`src/rtl/core/clt_pkg.sv`:
```
// ----------------------------------------------------------------------------
// clt_pkg: shared types and constants of the command line tokenizer
// Character codes, parser mode codes and the result record.
// ----------------------------------------------------------------------------
package clt_pkg;

	localparam int CP_W = 21;
	localparam int MODE_W = 3;

	localparam logic [CP_W-1:0] CH_QUOTE = 21'h00022;
	localparam logic [CP_W-1:0] CH_SPACE = 21'h00020;
	localparam logic [CP_W-1:0] CH_BSLASH = 21'h0005C;

	// parser modes
	localparam logic [MODE_W-1:0] MODE_UNQ = 3'd0;
	localparam logic [MODE_W-1:0] MODE_QUO = 3'd1;
	localparam logic [MODE_W-1:0] MODE_SPC = 3'd2;
	localparam logic [MODE_W-1:0] MODE_ESC = 3'd3;
	localparam logic [MODE_W-1:0] MODE_QESC = 3'd4;

	// input item kinds
	localparam logic OP_CHAR = 1'b0;
	localparam logic OP_EOL = 1'b1;

	// result kinds
	localparam logic KIND_CHAR = 1'b0;
	localparam logic KIND_END = 1'b1;

	typedef struct packed {
		logic kind;
		logic [CP_W-1:0] ch;
		logic last;
	} res_t;

endpackage

```
`src/rtl/core/clt_decode.sv`:
```
// ----------------------------------------------------------------------------
// clt_decode: tokenizer step logic
// From the current mode and one input item, works out up to two results
// and the next mode and argument flag.
// ----------------------------------------------------------------------------
module clt_decode
	import clt_pkg::*;
(
	input  logic [MODE_W-1:0] mode,
	input  logic nonempty,
	input  logic op,
	input  logic [CP_W-1:0] cp,
	output logic [1:0] res_n,
	output res_t res0,
	output res_t res1,
	output logic [MODE_W-1:0] mode_nxt,
	output logic nonempty_nxt
);

	logic is_quote;
	logic is_space;
	logic is_bslash;
	res_t r_end;
	res_t r_char;
	res_t r_bsl;

	assign is_quote = (cp == CH_QUOTE);
	assign is_space = (cp == CH_SPACE);
	assign is_bslash = (cp == CH_BSLASH);

	always_comb begin
		r_end = '{kind: KIND_END, ch: '0, last: 1'b0};
		r_char = '{kind: KIND_CHAR, ch: cp, last: 1'b0};
		r_bsl = '{kind: KIND_CHAR, ch: CH_BSLASH, last: 1'b0};

		res_n = 2'd0;
		res0 = r_char;
		res1 = r_char;
		mode_nxt = mode;
		nonempty_nxt = nonempty;

		if (op == OP_EOL) begin
			if (nonempty) begin
				res_n = 2'd1;
				res0 = r_end;
			end
			mode_nxt = MODE_UNQ;
			nonempty_nxt = 1'b0;
		end else begin
			case (mode)
				MODE_QUO: begin
					if (is_quote) begin
						res_n = 2'd1;
						res0 = r_end;
						nonempty_nxt = 1'b0;
						mode_nxt = MODE_UNQ;
					end else if (is_bslash) begin
						mode_nxt = MODE_QESC;
					end else begin
						res_n = 2'd1;
						nonempty_nxt = 1'b1;
					end
				end
				MODE_SPC: begin
					if (!is_space) begin
						// pending separator goes out ahead of the character
						if (nonempty) begin
							res0 = r_end;
							nonempty_nxt = 1'b0;
						end
						if (is_quote) begin
							mode_nxt = MODE_QUO;
							res_n = {1'b0, nonempty};
						end else if (is_bslash) begin
							mode_nxt = MODE_ESC;
							res_n = {1'b0, nonempty};
						end else begin
							mode_nxt = MODE_UNQ;
							nonempty_nxt = 1'b1;
							res_n = nonempty ? 2'd2 : 2'd1;
						end
					end
				end
				MODE_ESC, MODE_QESC: begin
					// backslash is only swallowed in front of a quote
					if (is_quote) begin
						res_n = 2'd1;
					end else begin
						res_n = 2'd2;
						res0 = r_bsl;
					end
					nonempty_nxt = 1'b1;
					mode_nxt = (mode == MODE_QESC) ? MODE_QUO : MODE_UNQ;
				end
				default: begin
					if (is_quote) begin
						mode_nxt = MODE_QUO;
					end else if (is_space) begin
						mode_nxt = MODE_SPC;
					end else if (is_bslash) begin
						mode_nxt = MODE_ESC;
					end else begin
						res_n = 2'd1;
						nonempty_nxt = 1'b1;
						mode_nxt = MODE_UNQ;
					end
				end
			endcase
		end

		res0.last = (res_n == 2'd1);
		res1.last = 1'b1;
	end

endmodule

```
`src/rtl/core/clt_out_fifo.sv`:
```
// ----------------------------------------------------------------------------
// clt_out_fifo: two-entry result queue
// Takes zero, one or two results a cycle and hands them out one at a time.
// ----------------------------------------------------------------------------
module clt_out_fifo
	import clt_pkg::*;
(
	input  logic clk,
	input  logic arst_n,
	input  logic [1:0] push_n,
	input  res_t push0,
	input  res_t push1,
	output logic [1:0] free,
	output logic out_valid,
	input  logic out_ready,
	output res_t out_res
);

	res_t buf_q [2];
	logic wr_ptr_q;
	logic rd_ptr_q;
	logic [1:0] count_q;
	logic pop;

	assign out_valid = (count_q != 2'd0);
	assign pop = out_valid && out_ready;
	assign out_res = buf_q[rd_ptr_q];
	// room left once this cycle's pop is taken into account
	assign free = 2'd2 - count_q + {1'b0, pop};

	always_ff @(posedge clk or negedge arst_n) begin
		if (!arst_n) begin
			wr_ptr_q <= 1'b0;
			rd_ptr_q <= 1'b0;
			count_q <= 2'd0;
		end else begin
			wr_ptr_q <= wr_ptr_q ^ push_n[0];
			rd_ptr_q <= rd_ptr_q ^ pop;
			count_q <= count_q + push_n - {1'b0, pop};
		end
	end

	always_ff @(posedge clk) begin
		if (push_n != 2'd0) begin
			buf_q[wr_ptr_q] <= push0;
		end
		if (push_n == 2'd2) begin
			buf_q[~wr_ptr_q] <= push1;
		end
	end

endmodule

```
`src/rtl/core/command_line_tokenizer.sv`:
```
// ----------------------------------------------------------------------------
// command_line_tokenizer: splits a code point stream into arguments
// Input register, step logic and a two-entry result queue.
// ----------------------------------------------------------------------------
// Usage:
//   s_* carries one request per character: s_tuser is the op (0 character,
//   1 end of line), s_tdata[20:0] the code point.
//   m_* carries results: m_tuser 0 = argument character in m_tdata[20:0],
//   1 = end of argument; m_tlast marks the last result of an input request.
// Path: a request is held in the input register, decoded by the step logic
//   and written into the result queue, which drives m_tvalid.
// Throughput: one request per cycle while the queue has room; a request with
//   two results (a kept backslash, or an end mark followed by a character) is
//   handed out one result at a time by the single result port of the queue.
// Reset: arst_n clears the parser to unquoted mode with an empty argument and
//   empties the input register and the result queue.
// Stalls: when m_tready is low the queue holds up to two results; the input
//   register still takes a request and s_tready drops only when that request
//   cannot be placed in the queue.
// ----------------------------------------------------------------------------
module command_line_tokenizer
	import clt_pkg::*;
(
	input  logic clk,
	input  logic arst_n,
	input  logic s_tvalid,
	output logic s_tready,
	input  logic [23:0] s_tdata,   // [20:0] code_point, [23:21] zero
	input  logic s_tuser,          // [0] op
	output logic m_tvalid,
	input  logic m_tready,
	output logic [23:0] m_tdata,   // [20:0] char_out, [23:21] zero
	output logic m_tuser,          // [0] kind
	output logic m_tlast
);

	logic item_valid_s1;
	logic op_s1;
	logic [CP_W-1:0] cp_s1;
	logic [MODE_W-1:0] mode_q;
	logic nonempty_q;

	logic [1:0] res_n;
	res_t res0;
	res_t res1;
	logic [MODE_W-1:0] mode_nxt;
	logic nonempty_nxt;
	logic [1:0] free;
	logic consume;
	logic [1:0] push_n;
	res_t out_res;

	clt_decode u_decode (
		.mode(mode_q),
		.nonempty(nonempty_q),
		.op(op_s1),
		.cp(cp_s1),
		.res_n(res_n),
		.res0(res0),
		.res1(res1),
		.mode_nxt(mode_nxt),
		.nonempty_nxt(nonempty_nxt)
	);

	assign consume = item_valid_s1 && (res_n <= free);
	assign push_n = consume ? res_n : 2'd0;
	assign s_tready = !item_valid_s1 || consume;

	clt_out_fifo u_out_fifo (
		.clk(clk),
		.arst_n(arst_n),
		.push_n(push_n),
		.push0(res0),
		.push1(res1),
		.free(free),
		.out_valid(m_tvalid),
		.out_ready(m_tready),
		.out_res(out_res)
	);

	assign m_tdata = {3'b000, out_res.ch};
	assign m_tuser = out_res.kind;
	assign m_tlast = out_res.last;

	always_ff @(posedge clk or negedge arst_n) begin
		if (!arst_n) begin
			item_valid_s1 <= 1'b0;
			mode_q <= MODE_UNQ;
			nonempty_q <= 1'b0;
		end else begin
			if (s_tready) begin
				item_valid_s1 <= s_tvalid;
			end
			if (consume) begin
				mode_q <= mode_nxt;
				nonempty_q <= nonempty_nxt;
			end
		end
	end

	always_ff @(posedge clk) begin
		if (s_tready && s_tvalid) begin
			op_s1 <= s_tuser;
			cp_s1 <= s_tdata[CP_W-1:0];
		end
	end

endmodule
```
`config.mk`:
```
export PLATFORM = sky130hd
export DESIGN_NAME = command_line_tokenizer
export DESIGN_NICKNAME = d
export VERILOG_FILES = /design/src/rtl/core/clt_pkg.sv /design/src/rtl/core/clt_decode.sv /design/src/rtl/core/clt_out_fifo.sv /design/src/rtl/core/command_line_tokenizer.sv
export SDC_FILE = /design/constraint.sdc
export NUM_CORES = 1
export LEC_CHECK = 0
export BUFFER_PORTS_ARGS = -buffer_cell sky130_fd_sc_hd__buf_2
export CAP_MARGIN = 20
export CORE_MARGIN = 2
export CORE_UTILIZATION = 45
export DETAILED_ROUTE_END_ITERATION = 16
export PLACE_DENSITY = 0.69
export SLEW_MARGIN = 20
export SYNTH_ARGS = -nofsm -noshare
export SYNTH_HDL_FRONTEND = slang
export SYNTH_SLANG_ARGS = --single-unit
```
`constraint.sdc`:
```
create_clock -name clk -period 7.1 [get_ports clk]
set_input_delay 0.71 -clock clk [delete_from_list [all_inputs] [get_ports clk]]
set_output_delay 0.71 -clock clk [all_outputs]
set_load 0.03 [all_outputs]
```
==> impl_metrics.yaml <==
outcome:
  status: "finished, final reports clean"
clock_tree:
  worstSkewPairLatency_ns: 0.36
  clock_path_buffers: 2
  postCtsResizedCells: 0
  post-cts-setup-buffers: 0
  clock_sinks: 77
  cts_tree: "yes"
  cts_buffers: 9
  cts_root_buf: "clkbuf_8"
  htree_levels: 3
  clk_transition_reported_paths_ns: 0.09
  holdBufCountCts: 0
critical_path:
  arrival_ns: 5.08
  crit_type: "reg -> reg"
  cp-end-kind: "flip-flop"
  required_ns: 7.14
  worst_setup_path_start_kind: "flip-flop"
  path_max_fanout: 13
timing:
  period_share_pct: 71.0
  setup_ws_ns: 2.06
  fin_crit_ns: 5.04
  rsz0062_at_grt: "false"
  worst_slew_pin_slew_ns: 0.777
  tns_ns: 0
  skew_ns: 0.0172
  finalSetupViolCount: 0
  fmax_mhz: 198
  final-max-slew-violation-count: 0
  hold_viol_final: 0
  slew_headroom_pct: 48.1
yosys:
  ys_ff_latch: 77
  netlist_instances: 314
  async_reset_ff_share_pct: 11.7
  synth_compound_area_share_pct: 13.0
  postSynthAreaPerCell_um2: 12.4
  yosysUniqueCellTypes: 58
  yosys.area_share.simple_pct: 15.0
  synthesis.area_um2: 3880
  yosysSeqAreaShare_pct: 57.4
  yosys_warnings: 0
  synth_ff_type: "edfxtp_1"
  synth_fa_ha_area_share_pct: 2.26
  synthMuxAreaShare_pct: 6.35
  synth_top_family_by_area: "simple AND/OR/NAND/NOR gates"
  synth_edf_count: 64
  synth_xor_area_share_pct: 1.81
power_and_ir_drop:
  ir_drop_uv: 247
  powerDensity_nw_per_um2: 492
  leakage_nw: 1.69
grt:
  grt_first_pass_wirelength_um: 12600
  gr-total-overflow: 0
  grt_use_met2_pct: 27.0
  grtUsageMet1_pct: 22.2
  antenna_found_initial: 0
  busiest_layer: "met2"
  grtUsageMet3_pct: 4.70
  grt_pass1_vias: 2536
  track_usage_pct: 16.8
  grt_max_degree: 27
final_layout:
  design_area_um2: 4370
  final_util_pct: 52.7
  num-nets-final: 396
  drive_gt1_share_pct: 29.3
  final_common_cell: "edfxtp_1"
  synthToLayoutAreaGrowth_pct: 12.7
  final_cell_mix: "edfxtp_1 (64), buf_2 (50), and2_1 (35)"
  diodes: 0
floorplan:
  start_util_pct: 46.7
  rows: 33
  die_area_um2: 9380
  dieHeight_um: 96.8
  ios: 57
  core_um2: 8300
  die_w_um: 96.8
detailed_routing:
  totalWireLength_um: 7480
  drt_iter0_markers: 194
  ant_nets: 0
  via_per_inst: 5.47
  first_pass_iters: 5
  wire_per_inst_um: 15.9
  via_count: 2570
  drc: 0
placement:
  io_buffers: 50
  gp_congestion: 0.836
  placed_cell_area_um2: 4190
  dp_hpwl_um: 5220
  preCtsSetupSlack_ns: 2.06
job:
  cap_violations: 0
min_path:
  hold_path_class: "in -> async"
## flip-flops by register name (all words and copies together) (netlist names)
signal,cells
item_valid_s1,1
u_out_fifo.rd_ptr_q,1
u_out_fifo.count_q,2
u_out_fifo.buf_q,46
op_s1,1
cp_s1,21
u_out_fifo.wr_ptr_q,1
mode_q,3
nonempty_q,1
## where the power goes
part / switching (W) / leakage (nW) / internal (W)
registers: 0.000135 / 0.754 / 0.000750
clock network: 0.000169 / 0.0858 / 0.000131
logic: 0.000624 / 0.849 / 0.000343
total: 0.000929 / 1.69 / 0.00122
## cells in the mapped netlist (3+ instances only)
master,instances,area [um2]
edfxtp_1,64,1920
and2_1,36,225
mux2_2,21,236
inv_1,14,52.6
nand2_1,14,52.6
o21ai_0,12,60.1
a21oi_1,11,55.1
nor2_1,10,37.5
a21o_1,9,67.6
dfrtp_1,9,225
clkbuf_1,8,30.0
ha_1,7,87.6
nor3_1,6,30.0
nor4_1,6,37.5
a211oi_1,5,37.5
nand2b_1,5,31.3
nand4_1,5,31.3
xnor2_1,5,43.8
buf_4,4,30.0
dfxtp_1,4,80.1
nand3_1,4,20.0
a211oi_2,3,37.5
a31oi_1,3,18.8
buf_1,3,11.3
o22ai_1,3,18.8
xor2_1,3,26.3
## worst max-delay path, cell delays in order, from the launching register on
cell and delay [ns]:
edfxtp_1 0.42, nor4_1 0.48, nand4_1 0.37, or2_2 0.45, inv_1 0.11, ha_1 0.24
nand2_1 0.06, mux2i_1 0.13, o21ai_0 0.34, nand2_1 0.21, inv_1 0.09, ha_1 0.14
nor2b_1 0.04, o21ai_0 0.24, nand2_1 0.29, a211oi_2 0.74, buf_4 0.36
## final timing paths
check / from / slack (ns) / cells past startpoint / endpoint
max in group asynchronous: arst_n / 6.70 / 1 / u_out_fifo.rd_ptr_q$_DFF_PN0_
setup reg to reg: cp_s1[15]$_DFFE_PP_ / 2.06 / 16 / u_out_fifo.buf_q[0][7]$_DFFE_PP_
hold reg to reg: u_out_fifo.buf_q[0][22]$_SDFFE_PP0P_ / 0.45 / 2 / u_out_fifo.buf_q[0][22]$_SDFFE_PP0P_
min in group clk: u_out_fifo.buf_q[0][22]$_SDFFE_PP0P_ / 0.45 / 2 / u_out_fifo.buf_q[0][22]$_SDFFE_PP0P_
hold / removal: arst_n / 0.20 / 1 / item_valid_s1$_DFFE_PN0N_
setup / recovery: cp_s1[15]$_DFFE_PP_ / 2.06 / 16 / u_out_fifo.buf_q[0][7]$_DFFE_PP_
## final cells by class
cell class                 count  area (um2)
timing repair buffer          52         265
fill                         734        3930
tap                          105         131
inverter                      14        52.6
sequential                    77        2230
multi-input combinational    206        1510
clock inverter                 7        56.3
clock buffer                   9         124
## routing by layer
| layer | wire length, um | vias to the layer above |
|---|---|---|
| met2 | 3680 | 66 |
| li1 | - | 1249 |
| met3 | 326 | 7 |
| met4 | 85 | 0 |
| met1 | 3390 | 1248 |
| met5 | 0 | - |
## cell families (layout without fill, tap and decap cells)
group,after synthesis,after routing
compound gates,66,66
xor+xnor,8,8
fa+ha+maj,7,7
buf+inv,33,82
flops,77,77
mux,22,22
other cells,1,3
simple gates,100,100
## stage by stage
step                      total power [W]  hold WS, ns  instances
after floorplan                   0.00161        0.414        316
after global placement            0.00185        0.441        454
after detailed placement          0.00187        0.445        454
after CTS                         0.00218        0.189        470
after global routing              0.00230        0.183        470
final                             0.00215        0.198        470
(Power assumes the default switching activity.)
